## config.mk

```make
export PLATFORM = sky130hd
export DESIGN_NAME = rlrm_cmp_unit
export DESIGN_NICKNAME = d
export VERILOG_FILES = /design/src/design/rlrm_pkg.sv /design/src/design/rlrm_cmp_unit.sv
export SDC_FILE = /design/constraint.sdc
export NUM_CORES = 1
export LEC_CHECK = 0
export ABC_AREA = 0
export BUFFER_PORTS_ARGS = -buffer_cell sky130_fd_sc_hd__buf_2
export CORE_MARGIN = 2
export CORE_UTILIZATION = 42
export DETAILED_ROUTE_END_ITERATION = 16
export PLACE_DENSITY_LB_ADDON = 0.12
export SLEW_MARGIN = 5
export SYNTH_ARGS = -nofsm -noshare
export SYNTH_HDL_FRONTEND = slang
export SYNTH_SLANG_ARGS = --single-unit
export TNS_END_PERCENT = 10
```

## constraint.sdc

```tcl
create_clock -name vclk -period 1.35
set_input_delay 0.0675 -clock vclk [all_inputs]
set_output_delay 0.0675 -clock vclk [all_outputs]
set_load 0.005 [all_outputs]
```

## src/design/rlrm_pkg.sv

```systemverilog
package rlrm_pkg;

    localparam int RUN_W     = 32;
    localparam int SECT_W    = 32;
    localparam int INDEX_W   = 8;
    localparam int COUNT_W   = 9;
    localparam int CFG_IDX_W = 2;
    localparam int IN_DATA_W = 200;
    localparam int IN_USER_W = 2;
    localparam int OUT_DATA_W = 8;

    localparam logic ACT_LOAD  = 1'b0;
    localparam logic ACT_CHECK = 1'b1;

    localparam logic [CFG_IDX_W-1:0] CFG_FILTER_ENABLE  = 2'd0;
    localparam logic [CFG_IDX_W-1:0] CFG_ACCEPT_ON_FAIL = 2'd1;
    localparam logic [CFG_IDX_W-1:0] CFG_RANGE_COUNT    = 2'd2;

    typedef struct packed {
        logic [RUN_W-1:0]  start_run;
        logic [RUN_W-1:0]  end_run;
        logic [SECT_W-1:0] start_sect;
        logic [SECT_W-1:0] end_sect;
    } range_entry_t;

    typedef struct packed {
        logic below_start;
        logic past_end;
        logic sect_hit;
    } cmp_status_t;

    typedef enum logic [1:0] {
        ST_IDLE,
        ST_SCAN,
        ST_DONE
    } state_t;

endpackage

```

## src/design/rlrm_cmp_unit.sv

```systemverilog
module rlrm_cmp_unit (
    input  rlrm_pkg::range_entry_t           entry,
    input  logic [rlrm_pkg::RUN_W-1:0]       event_run,
    input  logic [rlrm_pkg::SECT_W-1:0]      event_section,
    output rlrm_pkg::cmp_status_t            status
);

    always_comb
    begin
        status.below_start = event_run < entry.start_run;
        status.past_end    = entry.end_run < event_run;
        status.sect_hit    = (entry.start_sect <= event_section)
                          && (event_section <= entry.end_sect);
    end

endmodule

```

==> results.cfg, run 1 <==
[sta]
final-setup-viol-count = 3
drv_slew = 0
setup_tns_ns = -0.978
max-slew-margin-rel_pct = 71.5
max_clock_freq_mhz = 572
fin_crit_sh_pct = 130
rsz0062_at_grt = yes
tightest_slew_ns = 0.424
fin_crit_ns = 1.75
fin_ws_ns = -0.398
finalHoldViolCount = 0

[final_layout]
clkbuf_count = 0
area_delta_synth_final_pct = 69.0
nets = 1010
nFlopsAndLatches = 0
fillers = 572
register_area_um2 = 0
drive_gt1_share_pct = 48.1

[die]
dieWidth_um = 91.2
die_area_um2 = 8310
std_cell_rows = 31
die_h_um = 91.2
core-area_um2 = 7290
pin_count = 195
start_util_pct = 43.8

[clocking]
cts_hold_buf = 0

[setup_path]
worst_path_max_delay_cell = nor4_4
path_common_cell = buf_2
crit_start = entry[6]
cp_cell_sequence = buf_2 -> inv_1 -> ha_4 -> nand4_1 -> nor4_4 -> nand3_2 -> a32o_2 -> nor3_2 -> buf_2
worst-path-buf-inv = 3
critPathKind = in2out
critPathLaunchType = input pin
arrival_ns = 1.68
path_max_fanout = 2
cp.required_ns = 1.28
cp_top_family = simple AND/OR/NAND/NOR gates
endpoint_kind = output port
cpPeakStageDelay_ns = 0.35

[route]
remaining_drc_errors = 0
vias_per_cell = 5.00
wl_per_cell_um = 13.3
routed-via-count = 3950
drt_iter0_drc = 125
ant_nets = 0
first_pass_iters = 4
routed_wl_um = 10500

[placement]
place.gp.congestion = 0.900
hpwl_um = 8350
port_buffers = 195

[global_route]
grt_first_pass_wirelength_um = 16100
met1_usage_pct = 25.1
grt_use_total_pct = 22.4
grt_max_degree = 5
grt_use_met2_pct = 44.8
gr-total-overflow = 0
grt_busiest_layer = met2
grt_pass1_vias = 3938
antenna_found_initial = 1
grt_util_met3_pct = 2.49

[power_and_ir_drop]
power_mw = 1.63
p_leak_nw = 3.11
p_per_area_nw_per_um2 = 302
ir_drop_v = 0.000190

[synth]
synth_area_um2 = 3190
syn_inst = 451
avgSynthCellArea_um2 = 7.07
synth-seq-area-share_pct = 0
yosys.cell_types.count = 31
syn_nets = 769
yosysWarnings = 0

[hold_path]
hold_start = entry[95]
hold_path.class = in2out

[run]
drv_cap = 0

[outcome]
status = finished, violations left
violations = negative setup slack
[final cells by class]
class,count,area [um^2],share of cell area [%]
tap,99,124,2.30
timing repair buffer,239,1480,27.4
multi-input combinational,324,3300,61.2
antenna,1,2.50,0.0464
inverter,127,489,9.07
[final timing paths]
check / to / slack [ns] / cells past startpoint
max: status[0] / -0.40 / 9
min: status[1] / 0.53 / 4
[power breakdown]
group	internal, mW	switching [mW]
clock network	0.0000000990	0
registers	0	0
logic	0.875	0.753
[synth_stat cells]
master     instances  area [um^2]
a2111oi_0          3         26.3
a211oi_1           9         67.6
a21o_1            13         97.6
a21oi_1           44          220
a221o_1            3         30.0
a221oi_1           1         8.76
a31oi_1            1         6.26
a32o_1             2         20.0
and3_1             2         12.5
and4_1             1         8.76
ha_1             126         1580
inv_1            127          477
nand2_1           32          120
nand2b_1           2         12.5
nand3_1           12         60.1
nand4_1           17          106
nand4_2            3         37.5
nor2_1            20         75.1
nor2b_1            2         12.5
nor3_1             3         15.0
nor3_4             1         16.3
nor4_1             1         6.26
nor4_2             2         25.0
nor4_4             1         21.3
o211ai_1           1         7.51
o21ai_0           15         75.1
o21ai_1            3         15.0
o221a_1            1         11.3
o31ai_1            1         7.51
o32ai_1            1         8.76
or3_1              1         6.26
[layout by cell type, fill, tap and decap left out, types with 3 or more instances in the layout]
cell type,netlist,layout
a21oi_1,44,37
a211oi_1,9,3
buf_6,0,23
inv_1,127,99
a221o_1,3,3
buf_4,0,44
inv_2,0,25
nand3_1,12,11
nand2_1,32,31
nor2_1,20,20
o21ai_0,15,10
ha_4,0,35
buf_2,0,170
a21oi_2,0,7
nand4_1,17,17
nand4_4,0,3
a21o_1,13,13
ha_1,126,91
o21ai_1,3,8
a211oi_2,0,6
[metrics by stage]
stage	area, um^2	hold slack, ns	std cells	setup slack [ns]	util (%)
3_3_place_gp	4630	0.543	779	-0.439	63.4
6_report	5390	0.527	790	-0.398	74.0
2_1_floorplan	3270	0.316	451	-0.0573	-
4_1_cts	4960	0.531	784	-0.370	68.0
3_5_place_dp	4630	0.527	779	-0.479	63.4
5_1_grt	5390	0.553	790	-0.497	74.0
[cell families after synthesis]
logic type / count (synthesis) / synth area share [%]
buffers and inverters: 127 / 14.9
AO/OA/AOI/OAI: 98 / 18.9
adder cells (fa/ha/maj): 126 / 49.4
AND/OR/NAND/NOR: 100 / 16.8
[repair_timing]
item	4_1_cts	5_1_grt
endpoints found under the setup margin	3	3
gates resized for setup	50	73
hold endpoints to repair	0	0
pin swaps	24	38
setup buffers	5	5
cloned	0	0
[tightest hold or removal path, stage by stage]
cell and delay (ns):
buf_2 0.08, ha_1 0.15, a211oi_2 0.04, buf_2 0.12
[routing by layer]
layer | wire length (um) | vias up | share of wire (%)
met2 | 5450 | 161 | 52
met5 | 0 | - | 0
met3 | 632 | 32 | 6.0
met1 | 4050 | 1707 | 38
met4 | 406 | 0 | 3.9
li1 | - | 2050 | -
Power figures use the tool's default switching activity.
==> run 2: changes to the inputs <==
--- a/config.mk
+++ b/config.mk
@@ -11,6 +11,7 @@
 export CORE_UTILIZATION = 42
 export DETAILED_ROUTE_END_ITERATION = 16
 export PLACE_DENSITY_LB_ADDON = 0.12
+export REMOVE_ABC_BUFFERS = 1
 export SLEW_MARGIN = 5
 export SYNTH_ARGS = -nofsm -noshare
 export SYNTH_HDL_FRONTEND = slang
==> run 2 against run 1 <==
The flow still finishes with violations (negative setup slack). Fmax grew 0.84%. Final area shrank 8.1%. Via count shrank 1.9%. Sequential share of layout area is the same. Critical endpoint unchanged. Largest cell class unchanged. Highest routed layer unchanged.
==> results.cfg, run 2 (same netlist as run 1, synthesis figures left out) <==
[global_route]
grt_max_degree = 5
gr-total-overflow = 0
grt_use_total_pct = 22.0
grt_first_pass_wirelength_um = 15900
grt_pass1_vias = 3949
antenna_found_initial = 0

[power_and_ir_drop]
p_leak_nw = 3.09
p_per_area_nw_per_um2 = 291
power_mw = 1.44
ir_drop_v = 0.000199

[final_layout]
multi_input_area_um2 = 2980
final_util_pct = 68.0
nets = 1010
drive_gt1_share_pct = 40.3
nFlopsAndLatches = 0
clkbuf_count = 0
most-common-layout-cells = buf_2 (186), inv_1 (121), ha_1 (113), buf_4 (43), a21oi_1 (42)
final_common_cell = buf_2
fillers = 644
register_area_um2 = 0
antenna_cells = 0
area_delta_synth_final_pct = 55.3

[route]
remaining_drc_errors = 0
wl_per_cell_um = 11.8
routed_wl_um = 9310
first_pass_iters = 4
vias_per_cell = 4.91
ant_nets = 0
drt_iter0_drc = 53
routed-via-count = 3875

[die]
die_h_um = 91.2
start_util_pct = 43.8
core-area_um2 = 7290
pin_count = 195
dieWidth_um = 91.2
die_area_um2 = 8310
std_cell_rows = 31

[setup_path]
path_max_fanout = 2
critPathLaunchType = input pin
cp.required_ns = 1.28
endpoint_kind = output port
arrival_ns = 1.67
critPathKind = in2out

[sta]
max-slew-margin-rel_pct = 79.0
drv_slew = 0
fin_crit_sh_pct = 128
final-setup-viol-count = 3
max_clock_freq_mhz = 577
rsz0062_at_grt = yes
fin_ws_ns = -0.384
tightest_slew_ns = 0.315
finalHoldViolCount = 0
fin_crit_ns = 1.73

[hold_path]
hold_path.class = in2out
hold_end = status[1]
hold_depth = 4
hold_start = entry[95]

[placement]
place.gp.congestion = 0.863
hpwl_um = 8310
port_buffers = 195

[run]
drv_cap = 0

[clocking]
cts_hold_buf = 0

[outcome]
status = finished, violations left
violations = negative setup slack
-- run 2: changes by cell type in the layout (fill, tap and decap cells not counted), sizes merged --
| cell | previous run | this run |
|---|---|---|
| diode | 1 | 0 |
-- run 2: per-layer routing --
metal	wire length, um	vias up	GRT usage (%)
li1	-	2044	-
met5	0	-	0
met4	186	0	4.17
met3	677	18	3.24
met1	3740	1683	25.1
met2	4710	130	43.0
-- run 2: repair_timing --
item	4_1_cts	5_1_grt
endpoints found under the setup margin	3	3
pin swaps	28	1
gates resized for setup	52	5
setup buffers	1	0
endpoints found under the hold margin	0	0
-- run 2: final cells by class --
cell class                      instances  share of cell area [%]
Tap cell                               99                    2.50
Inverter                              127                    9.67
Multi-Input combinational cell        324                    60.2
Timing Repair Buffer                  239                    27.6
-- run 2: worst max path at each step --
stage / depth (start not counted) / slack, ns / start / endpoint
2_1_floorplan: 8 / -0.13 / event_section[5] / status[0]
3_3_place_gp: 10 / -0.49 / event_run[25] / status[1]
3_5_place_dp: 10 / -0.52 / event_section[7] / status[0]
4_1_cts: 9 / -0.36 / event_section[10] / status[0]
5_1_grt: 10 / -0.51 / entry[5] / status[0]
6_report: 8 / -0.38 / entry[41] / status[0]
-- run 2: power by group --
group | internal [mW] | switching, mW | total [mW]
Sequential | 0 | 0 | 0
Combinational | 0.772 | 0.669 | 1.44
Clock | 0 | 0 | 0
Total | 0.772 | 0.669 | 1.44
-- run 2: worst max-delay path: stages --
cell and delay, ns:
buf_2 0.12, ha_4 0.26, nand4_1 0.16, nor4_4 0.35
nand3_1 0.15, a32o_1 0.25, nor3_2 0.18, buf_2 0.13
-- run 2: metrics by stage --
step | hold slack, ns | worst slack, ns | area (um^2) | setup TNS [ns] | std cells
after floorplan | 0.303 | -0.125 | 3190 | -0.331 | 451
after global placement | 0.517 | -0.489 | 4610 | -1.32 | 788
after detailed placement | 0.515 | -0.524 | 4610 | -1.40 | 788
after CTS | 0.528 | -0.364 | 4940 | -1.04 | 789
after global routing | 0.554 | -0.507 | 4960 | -1.39 | 789
final | 0.527 | -0.384 | 4960 | -1.03 | 789
==> run 3: changes to the inputs <==
--- a/config.mk
+++ b/config.mk
@@ -7,6 +7,7 @@
 export LEC_CHECK = 0
 export ABC_AREA = 0
 export BUFFER_PORTS_ARGS = -buffer_cell sky130_fd_sc_hd__buf_2
+export CORE_ASPECT_RATIO = 0.6
 export CORE_MARGIN = 2
 export CORE_UTILIZATION = 42
 export DETAILED_ROUTE_END_ITERATION = 16
==> run 3 against run 2 <==
The run still ends with negative setup slack left. First-iteration DRC count rose to 2.8 times the previous value. Worst hold slack improved by 0.012 ns. Fmax down 4.3%. Power rose by 15%. Routed wire length rose by 18%. Combinational power up 15%. Via count up 2.3%. Sequential cell count is the same. Final area is 9.1% higher. Largest cell class unchanged.
==> results.cfg, run 3 (same netlist as run 1, synthesis figures left out) <==
[outcome]
status = finished, violations left
violations = negative setup slack

[global_route]
grt_max_degree = 5
grt_first_pass_wirelength_um = 16900
grt_pass1_vias = 3918
grt_use_total_pct = 24.5
gr-total-overflow = 0
antenna_found_initial = 0

[hold_path]
hold_end = status[1]
hold_path.class = in2out
hold_start = entry[95]
hold_depth = 4

[sta]
final-setup-viol-count = 3
finalHoldViolCount = 0
fin_crit_sh_pct = 134
max-slew-margin-rel_pct = 80.2
fin_ws_ns = -0.461
hold_ws_ns = 0.539
max_clock_freq_mhz = 552
rsz0062_at_grt = yes
drv_slew = 0
tightest_slew_ns = 0.296
fin_crit_ns = 1.81

[setup_path]
path_max_fanout = 2
cp.required_ns = 1.28
cpPeakStageDelay_ns = 0.36
cp_cell_sequence = buf_2 -> ha_4 -> nand4_1 -> nor4_4 -> nand3_1 -> a32o_1 -> nor3_1 -> buf_2
endpoint_kind = output port
arrival_ns = 1.74
critPathKind = in2out
cp_top_family = simple AND/OR/NAND/NOR gates
worst-path-buf-inv = 2
worst_path_max_delay_cell = nor4_4
crit_start = entry[42]
path_common_cell = buf_2
critPathLaunchType = input pin

[final_layout]
area_delta_synth_final_pct = 69.4
final_common_cell = buf_2
register_area_um2 = 0
drive_gt1_share_pct = 46.5
clkbuf_count = 0
most-common-layout-cells = buf_2 (167), inv_1 (103), ha_1 (91), buf_4 (47), a21oi_1 (39)
nets = 1012
antenna_cells = 0
nFlopsAndLatches = 0

[die]
start_util_pct = 43.7
pin_count = 195
die_h_um = 71.5
dieWidth_um = 117
die_area_um2 = 8330
std_cell_rows = 24
core-area_um2 = 7300

[route]
first_pass_iters = 4
drt_iter0_drc = 149
vias_per_cell = 4.98
wl_per_cell_um = 13.8
ant_nets = 0
routed-via-count = 3963
routed_wl_um = 11000
remaining_drc_errors = 0

[clocking]
cts_hold_buf = 0

[placement]
hpwl_um = 9010
dp_slack_ns = -0.662
port_buffers = 195
place.gp.congestion = 0.905

[power_and_ir_drop]
power_mw = 1.66
p_leak_nw = 3.12
ir_drop_v = 0.000212
p_per_area_nw_per_um2 = 308

[run]
drv_cap = 0
[run 3: cell types whose count changed in the layout (fill, tap and decap cells not counted), sizes merged]
cell  previous run  this run
buf            239       241
[run 3: metrics by stage]
step	instances	utilization [%]	cell area (um^2)	TNS (ns)
3_3_place_gp	789	62.9	4590	-1.21
5_1_grt	796	74.1	5410	-1.32
2_1_floorplan	451	-	3190	-0.331
6_report	796	74.1	5410	-1.05
3_5_place_dp	789	62.9	4590	-1.55
4_1_cts	790	69.2	5050	-0.984
[run 3: per-layer routing]
layer  vias up  GRT usage [%]  wire (um)
li1       2046              -          -
met1      1767           31.4       4850
met2       134           45.5       5270
met3        16           2.54        724
met4         0           3.17        150
met5         -              0          0
[run 3: worst max-delay path by stage]
stage                     end  slack, ns  depth (start not counted)
detailed placement  status[1]      -0.66                         10
finish              status[0]      -0.46                          8
CTS                 status[0]      -0.36                          9
global route        status[0]      -0.51                          9
global placement    status[0]      -0.43                         10
floorplan           status[0]      -0.13                          8
[run 3: layout make-up]
| class | instances | area [um^2] |
|---|---|---|
| fill | 575 | 1890 |
| inverter | 127 | 484 |
| multi-input combinational | 324 | 3290 |
| tap | 104 | 130 |
| timing repair buffer | 241 | 1500 |
[run 3: power breakdown]
part	switching (mW)	internal, mW
clock network	0	0
registers	0	0
logic	0.773	0.890
[run 3: worst min-delay path: stages]
cell and delay [ns]:
buf_2 0.08, ha_1 0.15, a211oi_2 0.05, buf_2 0.12
[run 3: repair_timing]
action	4_1_cts	5_1_grt
endpoints found under the setup margin	3	3
pin swaps	32	33
gates resized for setup	67	62
buffers inserted	1	6
